`src/rtl/core/qpht_pkg.sv`:
```
// Shared types and constants for the quadratic probing hash table.
// Holds field widths, operation and status codes and the result record.
// No dependencies.
`timescale 1ns / 1ps
`default_nettype none

package qpht_pkg;

  localparam int DEFAULT_SLOTS = 16;
  localparam int KEY_W         = 31;
  localparam int PAY_W         = 31;
  localparam int SLOT_OUT_W    = 4;

  // Home slot reduction by reciprocal multiplication; the reciprocal is one bit
  // wider than the key.
  localparam int RECIP_W       = KEY_W + 1;

  localparam int QUEUE_DEPTH   = 2;
  localparam int QPTR_W        = $clog2(QUEUE_DEPTH);
  localparam int QCNT_W        = $clog2(QUEUE_DEPTH + 1);

  localparam logic FUNC_INSERT = 1'b0;
  localparam logic FUNC_SEARCH = 1'b1;

  typedef enum logic [1:0] {
    ST_INSERTED  = 2'd0,
    ST_FULL      = 2'd1,
    ST_FOUND     = 2'd2,
    ST_NOT_FOUND = 2'd3
  } status_t;

  typedef struct packed {
    status_t                 status;
    logic [SLOT_OUT_W-1:0]   slot;
    logic [PAY_W-1:0]        found_pay;
    logic                    has_link;
    logic [SLOT_OUT_W-1:0]   link_slot;
  } result_t;

endpackage

`default_nettype wire

```
`src/rtl/core/qpht_front.sv`:
```
// Front end: accepts a transaction and reduces its key to the home slot.
// Depends on qpht_pkg; feeds qpht_queue.
`timescale 1ns / 1ps
`default_nettype none

module qpht_front import qpht_pkg::*; #(
  parameter int TABLE_SLOTS = DEFAULT_SLOTS,
  parameter int SLOT_W      = 4
) (
  input  wire logic                                 clk,
  input  wire logic                                 rst_n,
  input  wire logic                                 in_valid,
  output logic                                      in_ready,
  input  wire logic                                 in_func,
  input  wire logic [KEY_W-1:0]                     in_key,
  input  wire logic [PAY_W-1:0]                     in_pay,
  input  wire logic                                 clr_busy,
  output logic                                      q_valid,
  input  wire logic                                 q_ready,
  output logic [1+KEY_W+PAY_W+SLOT_W-1:0]           q_data
);

  // Quotient = (key * RECIP) >> RECIP_SH, exact for every key below 2^KEY_W
  // because 2^SLOT_W >= TABLE_SLOTS and RECIP is the rounded-up reciprocal.
  localparam int                  RECIP_SH   = KEY_W + SLOT_W;
  localparam longint unsigned     RECIP_FULL = ((64'd1 << RECIP_SH) + 64'(TABLE_SLOTS)
                                                - 64'd1) / 64'(TABLE_SLOTS);
  localparam logic [RECIP_W-1:0]  RECIP      = RECIP_W'(RECIP_FULL);
  localparam logic [SLOT_W-1:0]   N_LOW      = SLOT_W'(TABLE_SLOTS);

  typedef enum logic [3:0] {
    F_IDLE = 4'b0001,
    F_MUL  = 4'b0010,
    F_MOD  = 4'b0100,
    F_PUSH = 4'b1000
  } fstate_t;

  fstate_t                  state_r, state_nxt;
  logic                     func_r;
  logic [KEY_W-1:0]         key_r;
  logic [PAY_W-1:0]         pay_r;
  logic [SLOT_W-1:0]        quo_r, quo_nxt;
  logic [SLOT_W-1:0]        rem_r, rem_nxt;
  logic [KEY_W+RECIP_W-1:0] prod;
  logic [2*SLOT_W-1:0]      qn;
  logic                     load;

  assign in_ready = (state_r == F_IDLE) && !clr_busy;
  assign load     = in_valid && in_ready;
  assign q_valid  = (state_r == F_PUSH);
  assign q_data   = {func_r, key_r, pay_r, rem_r};

  // Only the low quotient bits matter: the remainder is below 2^SLOT_W.
  assign prod = {{RECIP_W{1'b0}}, key_r} * {{KEY_W{1'b0}}, RECIP};
  assign qn   = {{SLOT_W{1'b0}}, quo_r} * {{SLOT_W{1'b0}}, N_LOW};

  always_comb begin
    state_nxt = state_r;
    quo_nxt   = quo_r;
    rem_nxt   = rem_r;
    unique case (state_r)
      F_IDLE: begin
        if (load) begin
          state_nxt = F_MUL;
        end
      end
      F_MUL: begin
        quo_nxt   = prod[RECIP_SH +: SLOT_W];
        state_nxt = F_MOD;
      end
      F_MOD: begin
        rem_nxt   = key_r[SLOT_W-1:0] - qn[SLOT_W-1:0];
        state_nxt = F_PUSH;
      end
      F_PUSH: begin
        if (q_ready) begin
          state_nxt = F_IDLE;
        end
      end
      default: state_nxt = F_IDLE;
    endcase
  end

  always_ff @(posedge clk) begin
    if (!rst_n) begin
      state_r <= F_IDLE;
    end else begin
      state_r <= state_nxt;
    end
  end

  always_ff @(posedge clk) begin
    if (load) begin
      func_r <= in_func;
      key_r  <= in_key;
      pay_r  <= in_pay;
    end
    quo_r <= quo_nxt;
    rem_r <= rem_nxt;
  end

endmodule

`default_nettype wire

```
`src/rtl/core/qpht_queue.sv`:
```
// Two-entry queue between the front end and the probe engine.
// Depends on qpht_pkg for its depth.
`timescale 1ns / 1ps
`default_nettype none

module qpht_queue import qpht_pkg::*; #(
  parameter int DATA_W = 8
) (
  input  wire logic              clk,
  input  wire logic              rst_n,
  input  wire logic              push_valid,
  output logic                   push_ready,
  input  wire logic [DATA_W-1:0] push_data,
  output logic                   pop_valid,
  input  wire logic              pop_ready,
  output logic [DATA_W-1:0]      pop_data
);

  logic [DATA_W-1:0] ent_r [QUEUE_DEPTH];
  logic [QPTR_W-1:0] wr_ptr_r, rd_ptr_r;
  logic [QCNT_W-1:0] cnt_r;
  logic              push, pop;

  assign push_ready = (cnt_r != QCNT_W'(QUEUE_DEPTH));
  assign pop_valid  = (cnt_r != '0);
  assign pop_data   = ent_r[rd_ptr_r];
  assign push       = push_valid && push_ready;
  assign pop        = pop_valid && pop_ready;

  always_ff @(posedge clk) begin
    if (!rst_n) begin
      wr_ptr_r <= '0;
      rd_ptr_r <= '0;
      cnt_r    <= '0;
    end else begin
      if (push) begin
        wr_ptr_r <= (wr_ptr_r == QPTR_W'(QUEUE_DEPTH - 1)) ? '0 : wr_ptr_r + 1'b1;
      end
      if (pop) begin
        rd_ptr_r <= (rd_ptr_r == QPTR_W'(QUEUE_DEPTH - 1)) ? '0 : rd_ptr_r + 1'b1;
      end
      if (push && !pop) begin
        cnt_r <= cnt_r + 1'b1;
      end else if (pop && !push) begin
        cnt_r <= cnt_r - 1'b1;
      end
    end
  end

  always_ff @(posedge clk) begin
    if (push) begin
      ent_r[wr_ptr_r] <= push_data;
    end
  end

endmodule

`default_nettype wire

```
`src/rtl/core/qpht_back.sv`:
```
// Probe engine: walks the quadratic probe sequence over the record memories,
// inserts or searches, and holds the result register. Depends on qpht_pkg.
`timescale 1ns / 1ps
`default_nettype none

module qpht_back import qpht_pkg::*; #(
  parameter int TABLE_SLOTS = DEFAULT_SLOTS,
  parameter int SLOT_W      = 4
) (
  input  wire logic                                 clk,
  input  wire logic                                 rst_n,
  input  wire logic                                 q_valid,
  output logic                                      q_ready,
  input  wire logic [1+KEY_W+PAY_W+SLOT_W-1:0]      q_data,
  output logic                                      clr_busy,
  output logic                                      out_valid,
  input  wire logic                                 out_ready,
  output result_t                                   out_res
);

  localparam int CNT_W = SLOT_W + 1;
  localparam logic [SLOT_W:0]   N_EXT    = (SLOT_W+1)'(TABLE_SLOTS);
  localparam logic [CNT_W-1:0]  N_CNT    = CNT_W'(TABLE_SLOTS);
  localparam logic [CNT_W-1:0]  LAST_CNT = CNT_W'(TABLE_SLOTS - 1);
  localparam logic [SLOT_W-1:0] LAST_IDX = SLOT_W'(TABLE_SLOTS - 1);

  typedef enum logic [4:0] {
    S_CLEAR = 5'b00001,
    S_IDLE  = 5'b00010,
    S_PROBE = 5'b00100,
    S_LINK  = 5'b01000,
    S_DONE  = 5'b10000
  } bstate_t;

  typedef struct packed {
    logic             occ;
    logic [KEY_W-1:0] key;
    logic [PAY_W-1:0] pay;
  } rec_t;

  typedef struct packed {
    logic              valid;
    logic [SLOT_W-1:0] target;
  } lnk_t;

  rec_t rec_mem [TABLE_SLOTS];
  lnk_t lnk_mem [TABLE_SLOTS];

  bstate_t           state_r, state_nxt;
  logic              func_r, func_nxt;
  logic [KEY_W-1:0]  key_r, key_nxt;
  logic [PAY_W-1:0]  pay_r, pay_nxt;
  logic [SLOT_W-1:0] pos_r, pos_nxt;
  logic [SLOT_W-1:0] odd_r, odd_nxt;
  logic [CNT_W-1:0]  issue_r, issue_nxt;
  logic [CNT_W-1:0]  chk_r, chk_nxt;
  logic              rd_vld_r, rd_vld_nxt;
  logic [SLOT_W-1:0] rd_pos_r, rd_pos_nxt;
  logic              have_prev_r, have_prev_nxt;
  logic [SLOT_W-1:0] prev_r, prev_nxt;
  logic [SLOT_W-1:0] new_slot_r, new_slot_nxt;
  logic [SLOT_W-1:0] clr_idx_r, clr_idx_nxt;
  result_t           res_r, res_nxt;
  logic              out_valid_r, out_valid_nxt;
  result_t           out_res_r, out_res_nxt;

  rec_t              rec_q;
  lnk_t              lnk_q;
  logic              rec_we, lnk_we;
  logic [SLOT_W-1:0] rec_waddr, lnk_waddr;
  rec_t              rec_wdata;
  lnk_t              lnk_wdata;
  logic              last_probe;

  function automatic logic [SLOT_W-1:0] mod_add(input logic [SLOT_W:0] a,
                                                 input logic [SLOT_W:0] b);
    logic [SLOT_W:0] s;
    s = a + b;
    if (s >= N_EXT) begin
      s = s - N_EXT;
    end
    return s[SLOT_W-1:0];
  endfunction

  assign q_ready    = (state_r == S_IDLE);
  assign clr_busy   = (state_r == S_CLEAR);
  assign out_valid  = out_valid_r;
  assign out_res    = out_res_r;
  assign last_probe = (chk_r == LAST_CNT);

  always_comb begin
    state_nxt     = state_r;
    func_nxt      = func_r;
    key_nxt       = key_r;
    pay_nxt       = pay_r;
    pos_nxt       = pos_r;
    odd_nxt       = odd_r;
    issue_nxt     = issue_r;
    chk_nxt       = chk_r;
    rd_vld_nxt    = rd_vld_r;
    rd_pos_nxt    = rd_pos_r;
    have_prev_nxt = have_prev_r;
    prev_nxt      = prev_r;
    new_slot_nxt  = new_slot_r;
    clr_idx_nxt   = clr_idx_r;
    res_nxt       = res_r;
    rec_we        = 1'b0;
    rec_waddr     = rd_pos_r;
    rec_wdata     = '{occ: 1'b1, key: key_r, pay: pay_r};
    lnk_we        = 1'b0;
    lnk_waddr     = rd_pos_r;
    lnk_wdata     = '{valid: 1'b0, target: '0};

    // Drain the result register, then allow a reload in the same cycle.
    out_valid_nxt = out_valid_r && !out_ready;
    out_res_nxt   = out_res_r;

    unique case (state_r)
      S_CLEAR: begin
        rec_we      = 1'b1;
        rec_waddr   = clr_idx_r;
        rec_wdata   = '{occ: 1'b0, key: '0, pay: '0};
        clr_idx_nxt = clr_idx_r + 1'b1;
        if (clr_idx_r == LAST_IDX) begin
          state_nxt = S_IDLE;
        end
      end
      S_IDLE: begin
        if (q_valid) begin
          {func_nxt, key_nxt, pay_nxt, pos_nxt} = q_data;
          odd_nxt       = SLOT_W'(1);
          issue_nxt     = '0;
          chk_nxt       = '0;
          rd_vld_nxt    = 1'b0;
          have_prev_nxt = 1'b0;
          state_nxt     = S_PROBE;
        end
      end
      S_PROBE: begin
        // Issue side: one read per cycle, next slot by adding the next odd number.
        if (issue_r != N_CNT) begin
          rd_vld_nxt = 1'b1;
          rd_pos_nxt = pos_r;
          pos_nxt    = mod_add({1'b0, pos_r}, {1'b0, odd_r});
          odd_nxt    = mod_add({1'b0, odd_r}, (SLOT_W+1)'(2));
          issue_nxt  = issue_r + 1'b1;
        end else begin
          rd_vld_nxt = 1'b0;
        end
        // Check side: examine the slot read in the previous cycle.
        if (rd_vld_r) begin
          chk_nxt = chk_r + 1'b1;
          if (func_r == FUNC_INSERT) begin
            if (!rec_q.occ) begin
              rec_we       = 1'b1;
              lnk_we       = 1'b1;
              new_slot_nxt = rd_pos_r;
              res_nxt      = '{status: ST_INSERTED, slot: SLOT_OUT_W'(rd_pos_r),
                               found_pay: '0, has_link: 1'b0, link_slot: '0};
              state_nxt    = have_prev_r ? S_LINK : S_DONE;
            end else begin
              prev_nxt      = rd_pos_r;
              have_prev_nxt = 1'b1;
              if (last_probe) begin
                res_nxt   = '{status: ST_FULL, slot: '0, found_pay: '0,
                              has_link: 1'b0, link_slot: '0};
                state_nxt = S_DONE;
              end
            end
          end else begin
            if (!rec_q.occ) begin
              res_nxt   = '{status: ST_NOT_FOUND, slot: '0, found_pay: '0,
                            has_link: 1'b0, link_slot: '0};
              state_nxt = S_DONE;
            end else if (rec_q.key == key_r) begin
              res_nxt   = '{status: ST_FOUND, slot: SLOT_OUT_W'(rd_pos_r),
                            found_pay: rec_q.pay, has_link: lnk_q.valid,
                            link_slot: lnk_q.valid ? SLOT_OUT_W'(lnk_q.target) : '0};
              state_nxt = S_DONE;
            end else if (last_probe) begin
              res_nxt   = '{status: ST_NOT_FOUND, slot: '0, found_pay: '0,
                            has_link: 1'b0, link_slot: '0};
              state_nxt = S_DONE;
            end
          end
        end
      end
      S_LINK: begin
        // Chain the last occupied probed slot to the new record.
        lnk_we    = 1'b1;
        lnk_waddr = prev_r;
        lnk_wdata = '{valid: 1'b1, target: new_slot_r};
        state_nxt = S_DONE;
      end
      S_DONE: begin
        if (!out_valid_r || out_ready) begin
          out_valid_nxt = 1'b1;
          out_res_nxt   = res_r;
          state_nxt     = S_IDLE;
        end
      end
      default: state_nxt = S_IDLE;
    endcase
  end

  always_ff @(posedge clk) begin
    if (!rst_n) begin
      state_r     <= S_CLEAR;
      clr_idx_r   <= '0;
      out_valid_r <= 1'b0;
      rd_vld_r    <= 1'b0;
    end else begin
      state_r     <= state_nxt;
      clr_idx_r   <= clr_idx_nxt;
      out_valid_r <= out_valid_nxt;
      rd_vld_r    <= rd_vld_nxt;
    end
  end

  always_ff @(posedge clk) begin
    func_r      <= func_nxt;
    key_r       <= key_nxt;
    pay_r       <= pay_nxt;
    pos_r       <= pos_nxt;
    odd_r       <= odd_nxt;
    issue_r     <= issue_nxt;
    chk_r       <= chk_nxt;
    rd_pos_r    <= rd_pos_nxt;
    have_prev_r <= have_prev_nxt;
    prev_r      <= prev_nxt;
    new_slot_r  <= new_slot_nxt;
    res_r       <= res_nxt;
    out_res_r   <= out_res_nxt;
  end

  // Record and link memories: one write port, one registered read port each.
  always_ff @(posedge clk) begin
    if (rec_we) begin
      rec_mem[rec_waddr] <= rec_wdata;
    end
    rec_q <= rec_mem[pos_r];
  end

  always_ff @(posedge clk) begin
    if (lnk_we) begin
      lnk_mem[lnk_waddr] <= lnk_wdata;
    end
    lnk_q <= lnk_mem[pos_r];
  end

  a_no_result_in_clear: assert property (@(posedge clk) disable iff (!rst_n)
    (state_r == S_CLEAR) |-> !out_valid_r)
    else $error("result presented during clearing pass");

  a_issue_bound: assert property (@(posedge clk) disable iff (!rst_n)
    (state_r == S_PROBE) |-> (issue_r <= N_CNT))
    else $error("probe issue count beyond slot count");

  a_write_states: assert property (@(posedge clk) disable iff (!rst_n)
    (rec_we || lnk_we) |-> (state_r == S_CLEAR || state_r == S_PROBE ||
                            state_r == S_LINK))
    else $error("memory write outside clear, probe or link");

  a_link_after_insert: assert property (@(posedge clk) disable iff (!rst_n)
    (state_r == S_LINK) |-> ($past(state_r) == S_PROBE && func_r == FUNC_INSERT &&
                             have_prev_r))
    else $error("link write without preceding insert");

endmodule

`default_nettype wire

```
`src/rtl/core/quadratic_probe_hash_table.sv`:
```
// Flow: the front end registers an accepted transaction, reduces its key to the
//   home slot and pushes it into the queue; the probe engine pops it when idle,
//   takes k probes, k from 1 to TABLE_SLOTS, writes a link for an insert that
//   chains, and loads the result register; it pops the next one only after that.
//   The front end takes no new transaction until its item is pushed, and
//   overlaps with probing of earlier work.
// Reset: synchronous, active low; a clearing pass then marks all slots free,
//   and no transaction is accepted until it ends.
`timescale 1ns / 1ps
`default_nettype none

module quadratic_probe_hash_table import qpht_pkg::*; #(
  parameter int TABLE_SLOTS = DEFAULT_SLOTS
) (
  input  wire logic        clk,
  input  wire logic        rst_n,
  input  wire logic        in_tvalid,
  output logic             in_tready,
  input  wire logic [63:0] in_tdata,   // key [30:0], pay [61:31], zero fill [63:62]
  input  wire logic        in_tuser,   // func [0]: insert or search
  output logic             out_tvalid,
  input  wire logic        out_tready,
  output logic [39:0]      out_tdata,  // slot [3:0], found_pay [34:4], has_link [35],
                                       // link_slot [39:36]
  output logic [1:0]       out_tuser   // status [1:0]
);

  // Slot index width follows the slot count; a count of one still needs one bit.
  localparam int SLOT_W = (TABLE_SLOTS > 1) ? $clog2(TABLE_SLOTS) : 1;
  localparam int ITEM_W = 1 + KEY_W + PAY_W + SLOT_W;

  logic              fq_valid, fq_ready;
  logic [ITEM_W-1:0] fq_data;
  logic              qb_valid, qb_ready;
  logic [ITEM_W-1:0] qb_data;
  logic              clr_busy;
  result_t           res;

  // Front end: take one transaction, reduce the key to its home slot.
  qpht_front #(
    .TABLE_SLOTS (TABLE_SLOTS),
    .SLOT_W      (SLOT_W)
  ) u_front (
    .clk      (clk),
    .rst_n    (rst_n),
    .in_valid (in_tvalid),
    .in_ready (in_tready),
    .in_func  (in_tuser),
    .in_key   (in_tdata[KEY_W-1:0]),
    .in_pay   (in_tdata[KEY_W+PAY_W-1:KEY_W]),
    .clr_busy (clr_busy),
    .q_valid  (fq_valid),
    .q_ready  (fq_ready),
    .q_data   (fq_data)
  );

  // Short queue so the front keeps taking work while the probe engine runs.
  qpht_queue #(
    .DATA_W (ITEM_W)
  ) u_queue (
    .clk        (clk),
    .rst_n      (rst_n),
    .push_valid (fq_valid),
    .push_ready (fq_ready),
    .push_data  (fq_data),
    .pop_valid  (qb_valid),
    .pop_ready  (qb_ready),
    .pop_data   (qb_data)
  );

  // Probe engine with the record memories and the result register.
  qpht_back #(
    .TABLE_SLOTS (TABLE_SLOTS),
    .SLOT_W      (SLOT_W)
  ) u_back (
    .clk       (clk),
    .rst_n     (rst_n),
    .q_valid   (qb_valid),
    .q_ready   (qb_ready),
    .q_data    (qb_data),
    .clr_busy  (clr_busy),
    .out_valid (out_tvalid),
    .out_ready (out_tready),
    .out_res   (res)
  );

  // Pack the result fields, lowest field first.
  assign out_tdata = {res.link_slot, res.has_link, res.found_pay, res.slot};
  assign out_tuser = res.status;

endmodule

`default_nettype wire

```
`config.mk`:
```
export PLATFORM = sky130hd
export DESIGN_NAME = quadratic_probe_hash_table
export DESIGN_NICKNAME = d
export VERILOG_FILES = /design/src/rtl/core/qpht_pkg.sv /design/src/rtl/core/qpht_front.sv /design/src/rtl/core/qpht_queue.sv /design/src/rtl/core/qpht_back.sv /design/src/rtl/core/quadratic_probe_hash_table.sv
export SDC_FILE = /design/constraint.sdc
export NUM_CORES = 1
export LEC_CHECK = 0
export BUFFER_PORTS_ARGS = -buffer_cell sky130_fd_sc_hd__buf_2
export CORE_ASPECT_RATIO = 1.2
export CORE_UTILIZATION = 45
export DETAILED_ROUTE_END_ITERATION = 8
export PLACE_DENSITY = 0.59
export RECOVER_POWER = 50
export SETUP_SLACK_MARGIN = 0.1
export SYNTH_ARGS = -nofsm -noshare
export SYNTH_HDL_FRONTEND = slang
export SYNTH_SLANG_ARGS = --single-unit
```
`constraint.sdc`:
```
create_clock -name clk -period 6.04 [get_ports clk]
set_input_delay 0.302 -clock clk [delete_from_list [all_inputs] [get_ports clk]]
set_output_delay 0.302 -clock clk [all_outputs]
set_load 0.02 [all_outputs]
```
## Word-level counts from Yosys, hierarchy flattened

Memory sizes are Yosys's and may differ from the RTL's. A register that Yosys moved wholly into a read port is not among the register bits.
Index checks and enable logic that the tools add are counted.
Widths: inputs -> output; s select.

| storage, ports and cells | value |
|---|---|
| register bits | 264 |
| memory bits (writable) | 1,222 |
| input port bits | 69 |
| output and inout bits | 44 |
| logic and storage cells | 168 |
| memories | 3 |

| operators by class | value |
|---|---|
| $add $sub $neg | 11 |
| order comparisons | 2 |
| eq/ne operators | 25 |
| muxes and demuxes | 64 |
| bitwise logic cells | 2 |
| reduce and logical (&&, ||, !) cells | 28 |

Memory list:

| name | words | width | rd ports | clocked after memory_dff | wr ports | RTL line | RTL |
|---|---|---|---|---|---|---|---|
| u_back.rec_mem | 16 | 63 | 1 | 1 | 1 | qpht_back.sv:46 | `rec_t rec_mem [TABLE_SLOTS];` |
| u_queue.ent_r | 2 | 67 | 1 | 1 | 1 | qpht_queue.sv:19 | `logic [DATA_W-1:0] ent_r [QUEUE_DEPTH];` |
| u_back.lnk_mem | 16 | 5 | 1 | 1 | 1 | qpht_back.sv:47 | `lnk_t lnk_mem [TABLE_SLOTS];` |

Operators by type and width:

| operator | number |
|---|---|
| $mux 42 | 6 |
| $mux 5 | 14 |
| $mux 63 | 1 |
| $mux 4 | 11 |
| $eq 31x31->1 | 1 |
| $pmux 5 s5 | 1 |
| $mux 1 | 20 |
| $pmux 5 s2 | 2 |
| $pmux 4 s2 | 2 |
| $pmux 4 s4 | 1 |
| $reduce_and 4->1 | 4 |
| $ne 2x1->1 const B | 7 |
| $add 5x1->5 const B | 2 |
| $eq 5x4->1 const B | 2 |
| $ge 5x5->1 const B | 2 |
| $reduce_and 2->1 | 5 |
| $eq 4x4->1 const B | 2 |
| $pmux 1 s2 | 4 |
| $sub 4x1->4 const B | 2 |
| $logic_and 1x1->1 | 7 |
| $ne 2x2->1 const B | 3 |
| $reduce_and 3->1 | 2 |
| $reduce_bool 2->1 | 3 |
| $add 4x2->5 const B | 1 |
| 20 further kinds | 27 |

## Logic depth before layout (Yosys ltp)

| depth | value |
|---|---|
| depth in word-level cells | 7 |
| gate-level depth with buffers | 8 |
| depth with buffers taken out | 8 |

## Modules after synthesis

Synthesis repeated with hierarchy kept, for this count alone.

| second synthesis, totals | value |
|---|---|
| cells, all modules | 2,434 |
| area, all modules | 57,161.1 µm² |

By module, submodules not included:

| module | instances | cells each | area an instance (µm²) | sequential area each (µm²) |
|---|---|---|---|---|
| qpht_back | 1 | 2,115 | 49,867.8 | 39,567.9 |
| qpht_queue | 1 | 232 | 5,077.4 | 4,124.0 |
| qpht_front | 1 | 87 | 2,215.9 | 2,092.0 |

## Worst setup path before layout

No wires, ideal clock.

| timing path | value |
|---|---|
| path kind | flip-flop to flip-flop |
| from | register u_back.state_r[2] |
| to | memory u_back.rec_mem[14][0] (netlist name), enable pin |
| setup time | 0.484 ns |
| data arrival time | 4.080 ns |
| data required time | 5.556 ns |
| slack | 1.475 ns |
| cell stages (with the launch flop) | 8 |
| path buffers | 2 |
| clock period less this slack | 4.565 ns |
| cells stage by stage | dfxtp_1 > nor3_1 > and3b_1 > buf_2 > buf_2 > nand2_1 > o22a_1 > nor2_1 |

| between the ends | value |
|---|---|
| longest elaborated chain between the ends | 4 |
| elaborated cells on any way between the ends | 6 |
| those cells by class | 2 x eq/ne; 4 x mux |

Ends and longest elaborated chain:

| item | RTL line | RTL |
|---|---|---|
| start, declared | qpht_back.sv:49 | `bstate_t state_r, state_nxt;` |
| start signal, assigned | qpht_back.sv:213 | `state_r <= state_nxt;` |
| $eq 5x3->1 or $eq 5x1->1 (tied branches) | qpht_back.sv:118 | `unique case (state_r)` |
| $pmux 1 s2 | qpht_back.sv:118 |  |
| $mux 1 | qpht_back.sv:238 | `if (rec_we) begin` |
| $mux 1 (not written as such) | qpht_back.sv:239 | `rec_mem[rec_waddr] <= rec_wdata;` |
| end, declared | qpht_back.sv:46 |  |

Several ways; a longest one is shown, not always the timed one.

## Final worst setup path

| timing path | value |
|---|---|
| from | register u_back.state_r[4] |
| to | memory u_back.rec_mem[14][22] (netlist name), enable pin |

Same word-level chain as after synthesis.

==> results.json <==
{
  "synth-seq-cells": 1554,
  "syn_area_um2": 57200,
  "stdcell_count": 4504,
  "vias": 24776,
  "final-max-slew-violation-count": 879,
  "seqPwrFrac": 0.531,
  "routed_wl_mm": 118,
  "cts_resized": 0,
  "synth-edff-count": 1466,
  "grt_max_degree": 91,
  "antennaDiodeCount": 0,
  "holdCritPathClass": "input port to register",
  "cts_tree": "yes",
  "first_global_vias": 26407,
  "post_drt_wl_per_cell_um": 26.3,
  "grt-ovfl-total": 0,
  "hold_viol_final": 0,
  "drive_gt1_frac": 0.249,
  "max_slew_margin": -1.10,
  "insertion_delay_ps": 770,
  "skew_ps": 23.0,
  "comb_power_share": 0.108,
  "cp-end-kind": "register",
  "whs_ps": 235,
  "internal_power_mw": 20.0,
  "grt_pass1_wl_mm": 174,
  "syn_nets": 2526,
  "ir_drop_mv": 0.271,
  "route.detailed.drc": 0,
  "layout_common_cells": "edfxtp_1 (1466), mux4_2 (340), clkbuf_16 (157)",
  "ant_nets": 0,
  "crit_type": "register to register",
  "worst_pin_slew_ps": 3150,
  "cts_root_buf": "clkbuf_16",
  "path_max_fanout": 63,
  "p_per_area_nw_per_um2": 400,
  "fp-row-count": 142,
  "leakagePower_nw": 20.4,
  "setup_ws_ps": 1260,
  "yosys_warnings": 0,
  "clk_pin_slew_worst_paths_ps": 60,
  "async_reset_ff_frac": 0,
  "core_um2": 125000,
  "rsz0062_at_grt": "no",
  "period_share": 0.791,
  "syn_area_per_cell_um2": 23.4,
  "dp_cells": 4156,
  "antenna_found_initial": 2,
  "crit_path_start_kind": "register",
  "clockPowerShare": 0.360,
  "die_area_um2": 129000,
  "setup_viol": 0,
  "portBuffers": 110,
  "yosysUniqueCellTypes": 57,
  "final_common_cell": "edfxtp_1",
  "ys.flop_type": "edfxtp_1",
  "switching_share": 0.233,
  "synth_seq_area_share": 0.801,
  "maxCapViolCount": 20,
  "initial_utilization": 0.456,
  "required_ps": 6350,
  "drt_iter0_markers": 2017,
  "status": "complete, but fails checks",
  "die_w_um": 327,
  "cts_max_level": 4,
  "post-dp-hpwl_mm": 59.2,
  "fin_crit_ps": 4780,
  "syn-instance-count": 2447,
  "fin_setup_tns_ps": 0,
  "dp_slack_ps": 1990,
  "ctsLongestPathBuffers": 3,
  "max_freq_ghz": 0.209,
  "clock_sinks": 1554,
  "gp_congestion": 0.747,
  "cts_buffers": 151,
  "power_switching_mw": 6.10,
  "die_h_um": 393,
  "io-pin-count": 113,
  "drt_first_pass_iters": 5,
  "fin_nets": 2798,
  "arrival_ps": 5090,
  "violations": "max-capacitance violations, max-slew violations",
  "synthToLayoutAreaGrowth_pct": 14.2,
  "vias_per_cell": 5.50,
  "track_usage": 0.188
}
-- cells in the mapped netlist, types with 7 or more instances --
library cell | number | area (µm²)
a21oi_1 | 9 | 45.0
a31oi_1 | 12 | 75.1
and2_1 | 108 | 676
and3_1 | 11 | 68.8
buf_1 | 12 | 45.0
buf_2 | 11 | 55.1
buf_6 | 26 | 293
clkbuf_1 | 49 | 184
dfxtp_1 | 88 | 1760
edfxtp_1 | 1466 | 44000
ha_1 | 9 | 113
inv_1 | 20 | 75.1
mux2_2 | 63 | 709
mux4_2 | 340 | 7660
nand2_1 | 15 | 56.3
nor2_1 | 62 | 233
nor3_1 | 7 | 35.0
nor4_1 | 9 | 56.3
o21ai_0 | 8 | 40.0
xnor2_1 | 12 | 105
xor2_1 | 35 | 307
-- layer usage --
layer  GRT usage  routed length, µm  share of wire
met1       0.245              49500           0.42
met2       0.323              60800           0.51
met3      0.0346               5630          0.048
met4      0.0504               2310          0.020
met5           0                 17        0.00014
-- stage by stage --
step | util | power (mW) | instance area [µm²]
floorplan | - | 15.8 | 57200
global placement | 0.478 | 16.8 | 59900
detailed placement | 0.478 | 17.0 | 59900
CTS | 0.523 | 26.4 | 65600
global route | 0.521 | 27.0 | 65300
finish | 0.521 | 26.1 | 65300
-- power groups by stage --
| stage | sequential, mW | combinational, mW | clock [mW] |
|---|---|---|---|
| final | 13.9 | 2.83 | 9.41 |
| after global routing | 14.0 | 3.07 | 10.0 |
| after CTS | 13.9 | 2.91 | 9.63 |
| after detailed placement | 14.1 | 2.87 | 0 |
| after global placement | 14.0 | 2.77 | 0 |
| after floorplan | 14.0 | 1.81 | 0 |
-- critical path, stage by stage, from the launching register on --
cell and delay [ps]:
dfxtp_1 380, nor4_1 720, nand4_1 350, or2_0 330
o22a_1 320, nor2_4 130, clkbuf_2 2010
-- flip-flops by register name, summed over array words and instances, names as in the netlist, 4 cells and up, named ones only --
register           count
u_back.chk_r           5
u_back.clr_idx_r       4
u_back.issue_r         5
u_back.key_r          31
u_back.lnk_mem        80
u_back.lnk_q           5
u_back.new_slot_r      4
u_back.out_res        42
u_back.pay_r          31
u_back.pos_r           4
u_back.prev_r          4
u_back.rd_pos_r        4
u_back.rec_mem      1008
u_back.rec_q          63
u_back.res_r          42
u_back.state_r         5
u_front.key_r         31
u_front.pay_r         31
u_front.rem_r          4
u_front.state_r        4
u_queue.ent_r        134
-- cell type report --
class	instances	area [µm²]
tap	1656	2070
timing repair buffer	223	1580
fill	9804	60100
clock inverter	71	742
sequential	1554	45800
inverter	22	85.1
multi-input combinational	767	10800
clock buffer	211	4260
-- final timing paths --
check,endpoint,slack (ps),cells after the start,startpoint
hold reg to reg,u_back.out_res[31],410,0,u_back.res_r[31]
setup reg to reg,u_back.rec_mem[14][22],1260,6,u_back.state_r[4]
hold / removal,u_front.key_r[21],240,2,in_tdata[21]
setup / recovery,u_back.rec_mem[14][22],1260,6,u_back.state_r[4]
-- logic make-up (layout without fill, tap and decap cells) --
kind of cell / Yosys count / in the layout / share of synthesized area
adder cells (fa/ha/maj): 10 / 10 / 0.00232
AO/OA/AOI/OAI: 50 / 50 / 0.00582
flip-flops: 1554 / 1554 / 0.801
AND/OR/NAND/NOR: 255 / 255 / 0.0252
multiplexers: 405 / 405 / 0.147
XOR/XNOR: 47 / 47 / 0.00720
buffers and inverters: 126 / 527 / 0.0123
-- repair_timing --
item	in CTS	in global routing
endpoints found under the hold margin	82	0
buffers inserted	0	0
hold buffers	66	0
Power figures use the tool's default switching activity.
